--- src/hdl/assert_macros.svh ---
// Assertion helpers for the cache block.
`ifndef ASSERT_MACROS_SVH
`define ASSERT_MACROS_SVH
`define CHK_IMPL(label, clk, rst_n, ante, cons, msg) \
	label: assert property (@(posedge clk) disable iff (!rst_n) (ante) |-> (cons)) \
		else $error(msg);
`define CHK_NEXT(label, clk, rst_n, ante, cons, msg) \
	label: assert property (@(posedge clk) disable iff (!rst_n) (ante) |=> (cons)) \
		else $error(msg);
`endif

--- src/hdl/lfu_pkg.sv ---
package lfu_pkg;
	localparam int Capacity = 16;
	localparam int IdxW = 4;
	localparam int KeyW = 32;
	localparam int ValW = 32;
	localparam int CntW = 32;
	localparam int CapW = 5;
	localparam logic [CapW-1:0] CapReset = 5'd16;

	typedef enum logic [5:0] {
		ST_IDLE   = 6'b000001,
		ST_LOOKUP = 6'b000010,
		ST_SEARCH = 6'b000100,
		ST_UPDATE = 6'b001000,
		ST_INSERT = 6'b010000,
		ST_OUT    = 6'b100000
	} state_t;

	typedef struct packed {
		logic load;
		logic scan_clr;
		logic lookup_step;
		logic search_step;
		logic do_hit;
		logic do_insert;
	} cmd_t;

	typedef struct packed {
		logic scan_last;
		logic found;
		logic is_put;
		logic need_evict;
	} sts_t;
endpackage

--- src/hdl/lfu_cache_lru_tiebreak.sv ---
// Fully associative 16-entry key-value cache with least-frequently-used
// replacement and least-recently-used tie-break. One item is taken at a
// time: a lookup scans all 16 entries one per cycle, and a put miss on a
// full cache scans them again for the victim. A new input beat is accepted
// only once the result of the last item has been taken, and the result
// waits while out_stall is high. The capacity register must be written
// only while idle; the block itself does not enforce it.
`include "assert_macros.svh"
module lfu_cache_lru_tiebreak (
	input  logic                            clk,
	input  logic                            arst_n,
	input  logic                            in_valid,
	output logic                            in_stall,
	input  logic                            command,
	input  logic [lfu_pkg::KeyW-1:0]        key,
	input  logic signed [lfu_pkg::ValW-1:0] value,
	output logic                            out_valid,
	input  logic                            out_stall,
	output logic                            hit,
	output logic signed [lfu_pkg::ValW-1:0] read_value,
	input  logic                            cfg_valid,
	output logic                            cfg_ready,
	input  logic [lfu_pkg::CapW-1:0]        cfg_data
);
	lfu_pkg::cmd_t cmd;
	lfu_pkg::sts_t sts;
	logic [lfu_pkg::CapW-1:0] cap_q;

	assign cfg_ready = 1'b1;

	always_ff @(posedge clk or negedge arst_n) begin
		if (!arst_n) begin
			cap_q <= lfu_pkg::CapReset;
		end else if (cfg_valid && cfg_ready) begin
			cap_q <= cfg_data;
		end
	end

	lfu_ctrl u_ctrl (
		.clk(clk), .arst_n(arst_n), .in_valid(in_valid), .in_stall(in_stall),
		.out_valid(out_valid), .out_stall(out_stall), .sts(sts), .cmd(cmd)
	);

	lfu_dpath u_dpath (
		.clk(clk), .arst_n(arst_n), .cmd(cmd), .sts(sts), .command(command),
		.key(key), .value(value), .cap_q(cap_q), .hit(hit), .read_value(read_value)
	);

	`CHK_IMPL(a_no_accept_busy, clk, arst_n, out_valid, in_stall, "input taken while result pending")
	`CHK_NEXT(a_accept_starts, clk, arst_n, in_valid && !in_stall, in_stall, "accept did not start work")
	`CHK_IMPL(a_put_no_data, clk, arst_n, out_valid && !hit, read_value == '0, "miss returned data")
endmodule

--- src/hdl/lfu_ctrl.sv ---
module lfu_ctrl (
	input  logic           clk,
	input  logic           arst_n,
	input  logic           in_valid,
	output logic           in_stall,
	output logic           out_valid,
	input  logic           out_stall,
	input  lfu_pkg::sts_t  sts,
	output lfu_pkg::cmd_t  cmd
);
	lfu_pkg::state_t state_q, state_d;

	always_ff @(posedge clk or negedge arst_n) begin
		if (!arst_n) begin
			state_q <= lfu_pkg::ST_IDLE;
		end else begin
			state_q <= state_d;
		end
	end

	assign in_stall  = (state_q != lfu_pkg::ST_IDLE);
	assign out_valid = (state_q == lfu_pkg::ST_OUT);

	always_comb begin
		state_d = state_q;
		cmd = '0;
		unique case (state_q)
			lfu_pkg::ST_IDLE: begin
				if (in_valid) begin
					cmd.load = 1'b1;
					cmd.scan_clr = 1'b1;
					state_d = lfu_pkg::ST_LOOKUP;
				end
			end
			lfu_pkg::ST_LOOKUP: begin
				cmd.lookup_step = 1'b1;
				if (sts.scan_last) begin
					state_d = lfu_pkg::ST_UPDATE;
				end
			end
			lfu_pkg::ST_UPDATE: begin
				cmd.scan_clr = 1'b1;
				if (sts.found) begin
					cmd.do_hit = 1'b1;
					state_d = lfu_pkg::ST_OUT;
				end else if (!sts.is_put) begin
					state_d = lfu_pkg::ST_OUT;
				end else if (sts.need_evict) begin
					state_d = lfu_pkg::ST_SEARCH;
				end else begin
					state_d = lfu_pkg::ST_INSERT;
				end
			end
			lfu_pkg::ST_SEARCH: begin
				cmd.search_step = 1'b1;
				if (sts.scan_last) begin
					state_d = lfu_pkg::ST_INSERT;
				end
			end
			lfu_pkg::ST_INSERT: begin
				cmd.do_insert = 1'b1;
				state_d = lfu_pkg::ST_OUT;
			end
			lfu_pkg::ST_OUT: begin
				if (!out_stall) begin
					state_d = lfu_pkg::ST_IDLE;
				end
			end
			default: state_d = lfu_pkg::ST_IDLE;
		endcase
	end
endmodule

--- src/hdl/lfu_dpath.sv ---
module lfu_dpath (
	input  logic                          clk,
	input  logic                          arst_n,
	input  lfu_pkg::cmd_t                 cmd,
	output lfu_pkg::sts_t                 sts,
	input  logic                          command,
	input  logic [lfu_pkg::KeyW-1:0]      key,
	input  logic signed [lfu_pkg::ValW-1:0] value,
	input  logic [lfu_pkg::CapW-1:0]      cap_q,
	output logic                          hit,
	output logic signed [lfu_pkg::ValW-1:0] read_value
);
	localparam int Cap = lfu_pkg::Capacity;
	localparam int IW = lfu_pkg::IdxW;

	logic [Cap-1:0]                 valid_q;
	logic [lfu_pkg::KeyW-1:0]       key_mem [Cap];
	logic [lfu_pkg::ValW-1:0]       data_mem [Cap];
	logic [lfu_pkg::CntW-1:0]       cnt_mem [Cap];
	logic [IW-1:0]                  rank_q [Cap];
	logic [lfu_pkg::CapW-1:0]       occ_q;

	logic                           put_q;
	logic [lfu_pkg::KeyW-1:0]       key_q;
	logic [lfu_pkg::ValW-1:0]       val_q;
	logic [IW-1:0]                  ptr_q;
	logic                           found_q;
	logic [IW-1:0]                  slot_q;
	logic                           vic_ok_q;
	logic [IW-1:0]                  vic_q;
	logic [lfu_pkg::CntW-1:0]       vic_cnt_q;
	logic [IW-1:0]                  vic_rank_q;
	logic                           hit_q;
	logic [lfu_pkg::ValW-1:0]       rv_q;

	logic [lfu_pkg::CapW-1:0] eff_cap;
	logic [Cap-1:0]           free_v;
	logic [Cap-1:0]           free_v_ev;
	logic [IW-1:0]            free_idx;
	logic                     better;

	always_comb begin
		eff_cap = cap_q;
		if (cap_q == '0) eff_cap = lfu_pkg::CapW'(1);
		if (cap_q > lfu_pkg::CapW'(Cap)) eff_cap = lfu_pkg::CapW'(Cap);
	end

	assign better = !vic_ok_q || (cnt_mem[ptr_q] < vic_cnt_q) ||
		(cnt_mem[ptr_q] == vic_cnt_q && rank_q[ptr_q] > vic_rank_q);

	always_comb begin
		free_v_ev = ~valid_q;
		if (vic_ok_q) free_v_ev[vic_q] = 1'b1;
		free_idx = '0;
		for (int i = Cap - 1; i >= 0; i--) begin
			if (free_v_ev[i]) free_idx = IW'(i);
		end
		free_v = free_v_ev;
	end

	assign sts.scan_last  = (ptr_q == IW'(Cap - 1));
	assign sts.found      = found_q;
	assign sts.is_put     = put_q;
	assign sts.need_evict = (occ_q >= eff_cap);
	assign hit = hit_q;
	assign read_value = rv_q;

	always_ff @(posedge clk) begin
		if (cmd.load) begin
			put_q <= command;
			key_q <= key;
			val_q <= value;
		end
		if (cmd.lookup_step && valid_q[ptr_q] && key_mem[ptr_q] == key_q && !found_q) begin
			slot_q <= ptr_q;
		end
		if (cmd.search_step && valid_q[ptr_q] && better) begin
			vic_q <= ptr_q;
			vic_cnt_q <= cnt_mem[ptr_q];
			vic_rank_q <= rank_q[ptr_q];
		end
		if (cmd.do_hit) begin
			if (cnt_mem[slot_q] != '1) cnt_mem[slot_q] <= cnt_mem[slot_q] + 1'b1;
			if (put_q) data_mem[slot_q] <= val_q;
		end
		if (cmd.do_insert && free_v != '0) begin
			key_mem[free_idx]  <= key_q;
			data_mem[free_idx] <= val_q;
			cnt_mem[free_idx]  <= lfu_pkg::CntW'(1);
		end
		if (cmd.scan_clr && cmd.load) begin
			rv_q <= '0;
		end else if (cmd.do_hit) begin
			rv_q <= put_q ? '0 : data_mem[slot_q];
		end
		for (int i = 0; i < Cap; i++) begin
			if (cmd.do_hit) begin
				if (IW'(i) == slot_q) rank_q[i] <= '0;
				else if (valid_q[i] && rank_q[i] < rank_q[slot_q]) rank_q[i] <= rank_q[i] + 1'b1;
			end
			if (cmd.do_insert && free_v != '0) begin
				if (IW'(i) == free_idx) begin
					rank_q[i] <= '0;
				end else if (valid_q[i] && !(vic_ok_q && IW'(i) == vic_q)) begin
					if (vic_ok_q && rank_q[i] > vic_rank_q) rank_q[i] <= rank_q[i];
					else rank_q[i] <= rank_q[i] + 1'b1;
				end
			end
		end
	end

	always_ff @(posedge clk or negedge arst_n) begin
		if (!arst_n) begin
			valid_q  <= '0;
			occ_q    <= '0;
			ptr_q    <= '0;
			found_q  <= 1'b0;
			vic_ok_q <= 1'b0;
			hit_q    <= 1'b0;
		end else begin
			if (cmd.scan_clr) ptr_q <= '0;
			else if (cmd.lookup_step || cmd.search_step) ptr_q <= ptr_q + 1'b1;
			if (cmd.load) begin
				found_q  <= 1'b0;
				vic_ok_q <= 1'b0;
				hit_q    <= 1'b0;
			end
			if (cmd.lookup_step && valid_q[ptr_q] && key_mem[ptr_q] == key_q) found_q <= 1'b1;
			if (cmd.search_step && valid_q[ptr_q] && better) vic_ok_q <= 1'b1;
			if (cmd.do_hit) hit_q <= 1'b1;
			if (cmd.do_insert && free_v != '0) begin
				valid_q <= ~free_v | (Cap'(1) << free_idx);
				if (!vic_ok_q) occ_q <= occ_q + 1'b1;
			end
		end
	end
endmodule
--- config.mk ---
export PLATFORM = sky130hd
export DESIGN_NAME = lfu_cache_lru_tiebreak
export DESIGN_NICKNAME = d
export VERILOG_FILES = /design/src/hdl/lfu_pkg.sv /design/src/hdl/lfu_cache_lru_tiebreak.sv /design/src/hdl/lfu_ctrl.sv /design/src/hdl/lfu_dpath.sv
export VERILOG_INCLUDE_DIRS = /design/src /design/src/hdl
export SDC_FILE = /design/constraint.sdc
export NUM_CORES = 2
export LEC_CHECK = 0
export BUFFER_PORTS_ARGS = -buffer_cell sky130_fd_sc_hd__buf_2
export CAP_MARGIN = 5
export CORE_AREA = 5 5 385 387
export CTS_BUF_LIST = sky130_fd_sc_hd__clkbuf_16
export DETAILED_ROUTE_END_ITERATION = 10
export DIE_AREA = 0 0 390 392
export PLACE_DENSITY = 0.71
export SYNTH_ARGS = -nofsm -noshare
export SYNTH_HDL_FRONTEND = slang
export SYNTH_SLANG_ARGS = --single-unit
--- constraint.sdc ---
create_clock -name clk -period 10.9 [get_ports clk]
set_input_delay 0.545 -clock clk [delete_from_list [all_inputs] [get_ports clk]]
set_output_delay 0.545 -clock clk [all_outputs]
set_load 0.02 [all_outputs]
==> metrics.md <==
| Metric | Value |
|---|---|
| Static Leak | 0.0287 uW |
| Antenna-violating nets left | 0 |
| Syn avg cell area | 18.7 um2 |
| Synth area leaders | edfxtp_1, mux4_2, ha_1 |
| Crit path largest cell delay | 990 ps |
| Post-synth ARST share | 2.19% |
| Post-Route Setup TNS | 0 ps |
| Final #Nets | 4,700 |
| Layout cells sized above 1 | 24.5% |
| Avg WL per Cell | 29.0 um |
| Clk_lat worst skew | 820 ps |
| CTS tree | done |
| PortBufs | 109 |
| Slowest cell on crit path | dfrtp_4 |
| Worst hold slack | 91.8 ps |
| RePlAce Congestion | 0.871 |
| EDFF count, synth | 1,709 |
| Placed insts | 6,114 |
| Mapped Cells | 4,214 |
| FP Rows | 140 |
| DPL Wire Length | 104,000 um |
| CP delay by family, top | simple AND/OR/NAND/NOR gates |
| GRT Overall Usage | 24.9% |
| Startpoint Class | flop |
| Total Wirelength | 189,000 um |
| Worst R2R Start | u_dpath.ptr_q[0] |
| Clk_skew | 44.2 ps |
| CTS Buf Count | 181 |
| Worst hold-check path type | input port to flop |
| Core Footprint | 145,000 um2 |
| Clk slew on worst S/H paths | 60 ps |
| Crit path buffers/inverters | 2 |
| Max VDD drop | 0.000168 V |
| Die width | 390 um |
| Critical Path AT | 6860 ps |
| Area growth from synthesis to layout | 11.9% |
| Initial antenna violation count | 2 |
| Largest net degree at the start of global routing | 129 |
| Final setup vio count | 0 |
| Post-synth net total | 4,461 |
| Synth Cell Area | 78,800 um2 |
| Ports | 111 |
| Seq/Total Area, Yosys | 67.3% |
| Filler-free cell count of the finished design | 6,517 |
| Starting Density | 54.5% |
| Vias post-DR | 43,000 |
| WS Path Type | flop to flop |
| Worst-Margin Slew | 1260 ps |
| Global route overflow | 0 |
| PostCTS Resize Cnt | 0 |
| First-pass GRT wire length | 283,000 um |
| Unrepaired setup endpoints after global routing | false |
| Root Driver | clkbuf_16 |
| Distinct cell type count of the synthesized netlist | 81 |
| DRT iter0 DRCs | 4,936 |
| Clock Tree Buf Depth | 3 |
| Final Cycle Share | 58.9% |
| WP data required | 11,340 ps |
| Synth area leader | edfxtp_1 |
| Top cell type's share of synthesized area | 65.1% |
| Diode count | 0 |
| CTS Sinks | 1,784 |
| Die footprint | 153,000 um2 |
| Die Span Y | 392 um |
| CP cell instances | buf_12 > mux4_2 > mux4_2 > ha_1 > nand3_1 > nor3_1 > nand3_1 > nor2_1 > nand4_1 > o31ai_1 > a21oi_1 > nor3_2 > buf_4 |
| Worst Min Path Start | cfg_valid |
| Worst rel slew slack | 16.2% |
| Filler cells | 10,200 |
| DRC violations left | 0 |
| DR vias/cell | 6.60 |
| Final min period | 6420 ps |
| Highest Clock Rate | 0.156 GHz |
| Syn. warnings | 0 |
| Post-CTS Hold Fix Bufs | 73 |
| Status | finished clean |
| PwrDens | 176 nW/um2 |
| Final Hold Viols | 0 |
| Max Transition Viols Final | 0 |
| Critical Path End Type | flop |
| Htree depth | 4 |
| Max-cap check violation count | 0 |
| Vias in the first global route | 43,400 |
| Post-synth top flop | edfxtp_1 |
| Crit-path max FO | 85 |
| Router iterations before antenna repair | 6 |
| Postcts setup bufs | 0 |
| #FFs+latches synth | 1,784 |
| Crit path from | u_dpath.ptr_q[0] |
-- cells in the final DEF (no fill, tap or decap), drive strengths merged, types with 37 or more instances in the layout --
| cell type | n |
|---|---|
| o21a | 41 |
| a211oi | 46 |
| xnor2 | 51 |
| dlygate4sd3 | 73 |
| nand3 | 65 |
| o21ai | 72 |
| clkinv | 93 |
| dfrtp | 37 |
| nor3 | 39 |
| nor2 | 160 |
| ha | 172 |
| mux4 | 571 |
| nor2b | 80 |
| a21oi | 66 |
| buf | 201 |
| inv | 130 |
| a22oi | 61 |
| nand2 | 98 |
| mux2i | 167 |
| nand2b | 50 |
| clkbuf | 185 |
| edfxtp | 1709 |
-- registers in the layout, indices dropped and copies added, names as in the netlist, 5 cells and up, named ones only --
signal	cells
cap_q	5
u_ctrl.state_q	6
u_dpath.cnt_mem	512
u_dpath.data_mem	512
u_dpath.key_mem	512
u_dpath.key_q	32
u_dpath.occ_q	5
u_dpath.rank_q	64
u_dpath.read_value	32
u_dpath.val_q	32
u_dpath.valid_q	16
u_dpath.vic_cnt_q	32
-- path summary, 6_finish.rpt --
kind,cells after the start,slack (ps),endpoint
worst max-delay path,13,4480,u_dpath.vic_cnt_q[14]
worst min-delay path,2,90,cap_q[3]
worst max register to register,13,4480,u_dpath.vic_cnt_q[14]
worst min register to register,2,510,u_dpath.read_value[29]
max in group asynchronous,3,10020,u_dpath.ptr_q[1]
min in group asynchronous,3,370,u_dpath.valid_q[2]
-- logic make-up after synthesis --
| logic type | share of synthesized area (%) |
|---|---|
| flip-flops | 67.3 |
| multiplexers | 18.9 |
| AND/OR/NAND/NOR | 4.18 |
| AO/OA/AOI/OAI | 4.13 |
| buffers and inverters | 1.87 |
| adder cells (fa/ha/maj) | 2.73 |
| XOR/XNOR | 0.945 |
| other | 0.00476 |
-- layout make-up --
cell class / count / area, um2 / area share [%]
clock buffer: 185 / 4630 / 5.25
clock inverter: 145 / 1130 / 1.28
inverter: 92 / 350 / 0.397
multi-input combinational: 2120 / 24600 / 27.9
sequential: 1784 / 53000 / 60.2
tap: 1917 / 2400 / 2.72
timing repair buffer: 274 / 2020 / 2.29
-- through the flow --
step | setup slack (ps) | cell area [um2] | utilization, % | total power [uW]
after floorplan | 3070 | 78800 | - | 9170
after global placement | 4470 | 81700 | 56.5 | 9660
after detailed placement | 4360 | 81700 | 56.5 | 9700
after CTS | 4350 | 88200 | 61.0 | 15600
after global routing | 3950 | 88200 | 61.0 | 16100
final | 4480 | 88200 | 61.0 | 15500
-- where the power goes --
part           switching (uW)  internal (uW)  total, uW  leakage, uW
Combinational             817            695       1510      0.00950
Clock                    2610           3330       5940      0.00295
Sequential                285           7790       8070       0.0162
-- cell usage after synthesis (34+ instances only) --
cell and count:
nand3_1 65, mux4_2 561, xnor2_1 51, a21oi_1 66
buf_2 58, clkbuf_1 90, edfxtp_1 1709, dfrtp_1 37
ha_1 172, nand2_1 98, inv_1 91, a211oi_1 46
a22oi_1 61, nor2_1 160, dfxtp_1 36, mux2i_1 167
nor3_1 35, o21ai_0 70, nand2b_1 50, nor2b_1 80
xor2_1 34, nand4_1 36, o21a_1 41
-- per-layer routing --
layer  vias to the layer above  track usage (%)  wire, um
met1                     22500             36.5     76800
met4                         0             5.84      4120
met3                       317             4.70     17500
li1                      18000                -         -
met2                      2193             39.7     91000
met5                         -                0         0
No activity file was read; power rests on OpenSTA's default activity.
